$ cat src/hw/rtl/eeprom_page_write_sdp_defines.svh
// assertion macros used by the eeprom page write sequencer
`ifndef EEPROM_PAGE_WRITE_SDP_DEFINES_SVH
`define EEPROM_PAGE_WRITE_SDP_DEFINES_SVH

// same-cycle implication, sampled on clk, off while rst_n is low
`define EPS_ASSERT_IMP(lbl, ante, cons, msg) \
  lbl: assert property (@(posedge clk) disable iff (!rst_n) (ante) |-> (cons)) \
    else $error(msg);

// next-cycle implication, sampled on clk, off while rst_n is low
`define EPS_ASSERT_NXT(lbl, ante, cons, msg) \
  lbl: assert property (@(posedge clk) disable iff (!rst_n) (ante) |=> (cons)) \
    else $error(msg);

`endif

$ cat src/hw/rtl/eps_pkg.sv
// shared types, constants and helpers for the eeprom page write block
package eps_pkg;

  localparam int ADDR_W    = 15;
  localparam int DATA_W    = 8;
  localparam int NS_W      = 26;
  localparam int PHASE_W   = 3;
  localparam int STEP_W    = 3;
  localparam int MEM_BYTES = 32768;
  localparam int PADDR_W   = 4;
  localparam int PDATA_W   = 32;
  localparam int REG_IDX_W = 2;

  typedef enum logic [1:0] {
    OP_READ  = 2'd0,
    OP_WRITE = 2'd1,
    OP_TICK  = 2'd2,
    OP_LOAD  = 2'd3
  } op_t;

  typedef enum logic [PHASE_W-1:0] {
    PH_IDLE     = 3'd0,
    PH_SEQ      = 3'd1,
    PH_UNLOCKED = 3'd2,
    PH_LOAD     = 3'd3,
    PH_CYCLE    = 3'd4
  } phase_t;

  localparam logic [REG_IDX_W-1:0] REG_PROTECT = 2'd0;
  localparam logic [REG_IDX_W-1:0] REG_LOAD_WIN = 2'd1;
  localparam logic [REG_IDX_W-1:0] REG_WCYCLE  = 2'd2;

  localparam logic [NS_W-1:0] LOAD_WIN_RST = 26'd150000;
  localparam logic [NS_W-1:0] WCYCLE_RST   = 26'd10000000;

  localparam logic [ADDR_W-1:0] SDP_ADDR_A = 15'h5555;
  localparam logic [ADDR_W-1:0] SDP_ADDR_B = 15'h2AAA;
  localparam logic [DATA_W-1:0] SDP_DATA_A = 8'hAA;
  localparam logic [DATA_W-1:0] SDP_DATA_B = 8'h55;
  localparam logic [DATA_W-1:0] SDP_ENABLE = 8'hA0;
  localparam logic [DATA_W-1:0] SDP_DISABLE = 8'h80;
  localparam logic [DATA_W-1:0] SDP_DIS_END = 8'h20;
  localparam logic [DATA_W-1:0] TOGGLE_BIT = 8'h40;
  localparam logic [DATA_W-1:0] POLL_BIT   = 8'h80;
  localparam logic [DATA_W-1:0] ERASED     = 8'hFF;

  localparam logic [STEP_W-1:0] SEQ_NONE = 3'd0;
  localparam logic [STEP_W-1:0] SEQ_S1   = 3'd1;
  localparam logic [STEP_W-1:0] SEQ_S2   = 3'd2;
  localparam logic [STEP_W-1:0] SEQ_S3   = 3'd3;
  localparam logic [STEP_W-1:0] SEQ_S4   = 3'd4;
  localparam logic [STEP_W-1:0] SEQ_S5   = 3'd5;

  typedef struct packed {
    logic            prot_wr;
    logic            prot_val;
    logic [NS_W-1:0] load_win;
    logic [NS_W-1:0] wcycle;
  } cfg_t;

  typedef struct packed {
    logic accept;
    logic prep;
    logic exec;
    logic tick_step;
    logic commit_step;
    logic commit_end;
    logic load_out;
    logic clear_wr;
  } ctrl_cmd_t;

  typedef struct packed {
    logic op_tick;
    logic tick_done;
    logic tick_commit;
    logic commit_last;
    logic clear_last;
    logic out_free;
  } dp_sts_t;

  // does this write match the expected protection sequence step
  function automatic logic seq_ok(input logic [STEP_W-1:0] step,
                                  input logic [ADDR_W-1:0] addr,
                                  input logic [DATA_W-1:0] data);
    logic ok;
    ok = 1'b0;
    case (step)
      SEQ_S1: ok = (addr == SDP_ADDR_B) && (data == SDP_DATA_B);
      SEQ_S2: ok = (addr == SDP_ADDR_A) && ((data == SDP_ENABLE) || (data == SDP_DISABLE));
      SEQ_S3: ok = (addr == SDP_ADDR_A) && (data == SDP_DATA_A);
      SEQ_S4: ok = (addr == SDP_ADDR_B) && (data == SDP_DATA_B);
      SEQ_S5: ok = (addr == SDP_ADDR_A) && (data == SDP_DIS_END);
      default: ok = 1'b0;
    endcase
    return ok;
  endfunction

endpackage

$ cat src/hw/rtl/eps_ctrl.sv
// sequencer state machine for the eeprom page write block
`include "eeprom_page_write_sdp_defines.svh"

module eps_ctrl
  import eps_pkg::*;
(
  input  logic      clk,
  input  logic      rst_n,
  input  logic      in_valid,
  output logic      in_stall,
  input  dp_sts_t   sts,
  output ctrl_cmd_t cmd
);

  typedef enum logic [2:0] {
    S_CLEAR,
    S_IDLE,
    S_PREP,
    S_EXEC,
    S_TICK,
    S_COMMIT,
    S_CEND,
    S_RESULT
  } state_t;

  state_t state_r;
  state_t state_nxt;

  always_comb begin
    state_nxt = state_r;
    case (state_r)
      S_CLEAR: begin
        if (sts.clear_last) begin
          state_nxt = S_IDLE;
        end
      end
      S_IDLE: begin
        if (in_valid) begin
          state_nxt = S_PREP;
        end
      end
      S_PREP: state_nxt = S_EXEC;
      S_EXEC: state_nxt = sts.op_tick ? S_TICK : S_RESULT;
      S_TICK: begin
        if (sts.tick_done) begin
          state_nxt = S_RESULT;
        end else if (sts.tick_commit) begin
          state_nxt = S_COMMIT;
        end
      end
      S_COMMIT: begin
        if (sts.commit_last) begin
          state_nxt = S_CEND;
        end
      end
      S_CEND: state_nxt = S_RESULT;
      S_RESULT: begin
        if (sts.out_free) begin
          state_nxt = S_IDLE;
        end
      end
      default: state_nxt = S_IDLE;
    endcase
  end

  always_ff @(posedge clk) begin
    if (!rst_n) begin
      state_r <= S_CLEAR;
    end else begin
      state_r <= state_nxt;
    end
  end

  always_comb begin
    cmd             = '0;
    cmd.accept      = (state_r == S_IDLE) && in_valid;
    cmd.prep        = (state_r == S_PREP);
    cmd.exec        = (state_r == S_EXEC);
    cmd.tick_step   = (state_r == S_TICK) && !sts.tick_done && !sts.tick_commit;
    cmd.commit_step = (state_r == S_COMMIT);
    cmd.commit_end  = (state_r == S_CEND);
    cmd.load_out    = (state_r == S_RESULT) && sts.out_free;
    cmd.clear_wr    = (state_r == S_CLEAR);
  end

  assign in_stall = (state_r != S_IDLE);

  `EPS_ASSERT_NXT(a_clear_exit, state_r == S_CLEAR && sts.clear_last, state_r == S_IDLE, "clearing pass did not hand over to idle")
  `EPS_ASSERT_IMP(a_commit_entry, $rose(state_r == S_COMMIT), $past(sts.tick_commit), "page commit started without an expired write cycle")
  `EPS_ASSERT_NXT(a_commit_exit, state_r == S_COMMIT && sts.commit_last, state_r == S_CEND, "page commit overran the page")

endmodule

$ cat config.mk
export PLATFORM = sky130hd
export DESIGN_NAME = eps_ctrl
export DESIGN_NICKNAME = d
export VERILOG_FILES = /design/src/hw/rtl/eps_pkg.sv /design/src/hw/rtl/eps_ctrl.sv
export VERILOG_INCLUDE_DIRS = /design/src /design/src/hw/rtl
export SDC_FILE = /design/constraint.sdc
export NUM_CORES = 1
export LEC_CHECK = 0
export BUFFER_PORTS_ARGS = -buffer_cell sky130_fd_sc_hd__buf_2
export CAP_MARGIN = 25
export CORE_AREA = 2 2 39 41
export CTS_BUF_LIST = sky130_fd_sc_hd__clkbuf_8
export DETAILED_ROUTE_END_ITERATION = 8
export DIE_AREA = 0 0 41 43
export GPL_TIMING_DRIVEN = 0
export HOLD_SLACK_MARGIN = 0.1
export PLACE_DENSITY = 0.52
export SLEW_MARGIN = 20
export SYNTH_ARGS = -nofsm -noshare
export SYNTH_HDL_FRONTEND = slang
export SYNTH_SLANG_ARGS = --single-unit
$ cat constraint.sdc
create_clock -name clk -period 2 [get_ports clk]
set_input_delay 0.2 -clock clk [delete_from_list [all_inputs] [get_ports clk]]
set_output_delay 0.2 -clock clk [all_outputs]
set_load 0.1 [all_outputs]
Word level (Yosys, flattened, before mapping)
Index checks and enable logic that the tools add are counted.
{ "totals": {"reg_bits": 3, "elab_cells": 30} }
{ "op_classes": {"n_eq_ne": 13, "muxes": 8, "n_reduce_logical": 8} }
{ "ops": {"columns": ["op", "count"], "rows": [
  ["3-bit case mux with 8 select lines", 1],
  ["3-bit two-way mux", 6],
  ["3-bit equality test, second input constant", 4],
  ["2-bit inequality test, second input constant", 4],
  ["3-bit by 2-bit equality test with 1-bit output, second input constant", 2],
  ["5-bit AND reduction", 1],
  ["1-bit logical AND", 4],
  ["3-bit by 1-bit equality test with 1-bit output, second input constant", 1],
  ["3-bit logical NOT", 1],
  ["3-bit by 1-bit inequality test with 1-bit output, second input constant", 1],
  ["3-bit inequality test, second input constant", 1],
  ["1-bit logical NOT", 2],
  ["2-bit two-way mux", 1]
]} }

Depth between registers and ports, before layout
{ "depth": {"depth_word": 3, "depth_mapped": 5} }

Worst setup path before layout
No wires, ideal clock.
{ "synth_timing": {"kind": "flip-flop to output port", "from": "reg state_r[2]", "to": "out cmd[3] in the netlist's numbering", "slack_ps": -1008, "n_path_buf": 2, "stages_incl_launch_ff": 4, "t_arrival_ps": 2808, "cell_sequence": "dfxtp_1 buf_6 buf_2 nor3b_1"} }
{ "synth_rtl": {"columns": ["element", "line", "rtl"], "rows": [
  ["from (decl)", "eps_ctrl.sv:26", "state_t state_r;"],
  ["from (signal assigned)", "eps_ctrl.sv:70", "state_r <= state_nxt;"],
  ["to (decl)", "eps_ctrl.sv:12", "output ctrl_cmd_t cmd"]
]} }

==> results by group <==
Timing
  – Time the worst path needs with I/O delays and setup: 1.73 ns
  – Final-report hold violation count: 0
  – Post-route clock period utilization: 86.3%
  – Setup-violating endpoint count in the final report: 0
  – Worst clock skew on the final layout: 0.00122 ns
  – Rel. slew slack: 67.7%
  – Setup repair after global routing missed its margin: false
  – Worst slew pin tran: 0.487 ns
  – Count of final max-slew check failures: 0
  – Highest clock frequency the design can meet: 0.579 GHz

Logic synthesis
  – Fraction of post-synthesis cell area in the top cell type by area: 20.4%
  – Flop and latch count out of synthesis: 3
  – Library cell occupying the most area in the post-synthesis netlist: sky130_fd_sc_hd__dfxtp_1
  – Cells after synthesis: 43
  – Top area cells in the synthesized netlist: sky130_fd_sc_hd__dfxtp_1 (20%), sky130_fd_sc_hd__buf_6 (11%), sky130_fd_sc_hd__nand2_1 (8.9%), sky130_fd_sc_hd__nor2_1 (7.7%), sky130_fd_sc_hd__nor3b_1 (7.7%)
  – Proportion of synthesized chip area in sequential cells: 20.4%
  – Number of synthesis warnings: 0
  – Syn Std Cell Area: 294 sq um
  – Syn_area_per_cell: 6.84 sq um
  – Synthesized Nets: 52
  – Post-synth cell types: 17

Global routing
  – Global routing usage summed across all routing layers: 9.53%
  – Pin count of the biggest net entering global routing: 11
  – Met1 track demand over resource in global routing: 12.5%
  – Global-route met2 utilization: 12.8%
  – Antenna violations before repair: 0
  – First-pass GRT wire length: 1120 microns
  – Most crowded layer after global routing: met2
  – Global routing met3 resource utilization: 3.14%
  – Grt total ovfl: 0
  – Via count of the first global-routing pass: 273

Clock network
  – Post-CTS setup-driven buffer insertion count: 0
  – Sink count of the clock tree: 3
  – Max H-tree Level: 1
  – Number of buffers between clock root and the deepest sink: 2
  – Clock slew at the register clock pins of the worst setup and hold paths: 0.03 ns
  – Clock root buffer master: sky130_fd_sc_hd__clkbuf_8
  – Post-CTS sizing: 0
  – Latest clock arrival within the worst-skew pair: 0.21 ns
  – TritonCTS buffer count: 3
  – Total of hold buffers inserted after clock tree synthesis: 0
  – TritonCTS clock tree: yes

Final layout
  – Number of antenna cells inserted: 0
  – Most flops, register: state_r
  – Layout overhead on the synthesized area: 57.9%
  – Largest regs: state_r: 3 flops
  – Flip-flop count of the largest register, all copies and words added: 3
  – Fin nets: 74
  – Fraction of final layout cells with drive strength greater than 1: 46.9%
  – Post-layout instance count excluding filler cells: 80

Placement
  – Total instance count after detailed placement: 76
  – # port buffers: 17
  – Half-perimeter wire length after detailed placement: 596 microns
  – Gpl congestion: 0.739

Worst setup path
  – Critical path startpoint category: flop
  – Required time of the worst setup path: 1.80 ns
  – Maximum fanout encountered on the critical timing path: 10
  – Nature of the critical path endpoint: output pin
  – Flop-to-flop setup slack: 0.76 ns
  – Critical Setup Path Class: reg -> out
  – Worst EP arrival: 1.53 ns

Hold path
  – Worst min-delay path class: in -> reg

Floorplanning
  – Top-Level Pins: 18
  – Die area: 1760 sq um
  – Effective utilization at floorplan: 21.2%
  – Site Rows: 14
  – Die Span Y: 43 microns
  – Core area: 1380 sq um
  – Horizontal extent of the die: 41 microns

Route
  – Routed wire per std cell: 9.43 microns
  – DR pass1 iterations: 4
  – Number of nets still failing antenna checks after routing: 0
  – Residual DRC count: 0
  – Iteration-0 DRC Markers: 6
  – Via/cell ratio: 4.61
  – Detailed-route wire length: 754 microns
  – Vias: 369

Outcome
  – Run status: complete, no violations

Pwr
  – Static power due to leakage: 0.238 nW
  – Max IR drop VDD: 0.000313 V
  – Overall power of the completed layout: 0.707 mW
  – PwrDens: 1520 nW/um^2

Job
  – Max_cap viols: 0
synthesized netlist by cell type:
cell / instances
sky130_fd_sc_hd__mux2i_1: 2
sky130_fd_sc_hd__buf_2: 1
sky130_fd_sc_hd__and3_1: 3
sky130_fd_sc_hd__o211ai_1: 1
sky130_fd_sc_hd__nor2_1: 6
sky130_fd_sc_hd__nand3_2: 1
sky130_fd_sc_hd__nand2_1: 7
sky130_fd_sc_hd__nor3_1: 3
sky130_fd_sc_hd__nand2b_1: 1
sky130_fd_sc_hd__inv_1: 1
sky130_fd_sc_hd__o21ai_1: 1
sky130_fd_sc_hd__a21oi_1: 4
sky130_fd_sc_hd__dfxtp_1: 3
sky130_fd_sc_hd__o21ai_0: 2
sky130_fd_sc_hd__buf_6: 3
sky130_fd_sc_hd__nor3b_1: 3
sky130_fd_sc_hd__nand3b_1: 1
power breakdown:
group          leakage (nW)  switching, mW  internal (mW)
clock                0.0269         0.0369          0.130
combinational         0.186          0.338          0.111
sequential           0.0247         0.0157         0.0753
path summary, 6_finish.rpt:
kind / startpoint / to / cells after the start
worst max-delay path: state_r[2] / cmd[7] / 5
worst min-delay path: rst_n / state_r[0] / 3
worst max register to register: state_r[1] / state_r[1] / 4
worst min register to register: state_r[0] / state_r[2] / 3
stage by stage:
| stage | hold slack (ns) | setup WS (ns) | util [%] | TNS, ns | cell area, sq um |
|---|---|---|---|---|---|
| global placement | 0.465 | 0.505 | 30.3 | 0 | 419 |
| detailed placement | 0.466 | 0.492 | 30.3 | 0 | 419 |
| global route | 0.269 | 0.201 | 33.5 | 0 | 464 |
| finish | 0.244 | 0.273 | 33.5 | 0 | 464 |
| floorplan | 0.316 | -0.0348 | - | -0.0426 | 314 |
| CTS | 0.241 | 0.265 | 33.5 | 0 | 464 |
routing by layer:
metal / routed length (microns) / share of wire [%]
met3: 48 / 6.4
met5: 0 / 0
met4: 9 / 1.2
met2: 366 / 49
met1: 329 / 44
cells by family after synthesis:
logic type             count (synthesis)  share of synthesized area [%]
AOI/OAI and AO/OA                      8                           14.5
and+or+nand+nor                       25                           43.8
DFF                                    3                           20.4
buffers and inverters                  5                           14.5
muxes                                  2                           6.81
cell type report:
type | count | area [sq um]
Fill cell | 160 | 920
Multi-Input combinational cell | 35 | 211
Timing Repair Buffer | 17 | 85.1
Sequential cell | 3 | 60.1
Clock buffer | 3 | 41.3
Buffer | 4 | 38.8
Tap cell | 16 | 20.0
Clock inverter | 1 | 3.75
Inverter | 1 | 3.75
cells in the final DEF (no fill, tap or decap):
cell | Yosys | layout
sky130_fd_sc_hd__buf_2 | 1 | 18
sky130_fd_sc_hd__nand2_1 | 7 | 7
sky130_fd_sc_hd__nor2_1 | 6 | 4
sky130_fd_sc_hd__a21oi_1 | 4 | 4
sky130_fd_sc_hd__buf_6 | 3 | 3
sky130_fd_sc_hd__and3_1 | 3 | 3
sky130_fd_sc_hd__clkbuf_8 | 0 | 3
sky130_fd_sc_hd__dfxtp_1 | 3 | 3
sky130_fd_sc_hd__nor2_2 | 0 | 2
sky130_fd_sc_hd__nor3b_2 | 0 | 2
sky130_fd_sc_hd__inv_1 | 1 | 2
sky130_fd_sc_hd__nor3_1 | 3 | 2
sky130_fd_sc_hd__o21ai_0 | 2 | 2
sky130_fd_sc_hd__mux2i_1 | 2 | 2
sky130_fd_sc_hd__nor3_2 | 0 | 1
sky130_fd_sc_hd__nand3b_1 | 1 | 1
sky130_fd_sc_hd__nand2b_1 | 1 | 1
sky130_fd_sc_hd__nand3_2 | 1 | 1
sky130_fd_sc_hd__o211ai_1 | 1 | 1
sky130_fd_sc_hd__o21ai_1 | 1 | 1
sky130_fd_sc_hd__nor3b_1 | 3 | 1
worst max-delay path, cell delays in order (launching register included):
cell and delay, ns:
sky130_fd_sc_hd__dfxtp_1 0.29, sky130_fd_sc_hd__buf_6 0.13, sky130_fd_sc_hd__buf_2 0.18, sky130_fd_sc_hd__nor2_1 0.14
sky130_fd_sc_hd__and3_1 0.16, sky130_fd_sc_hd__buf_2 0.42
Power figures use the tool's default switching activity.
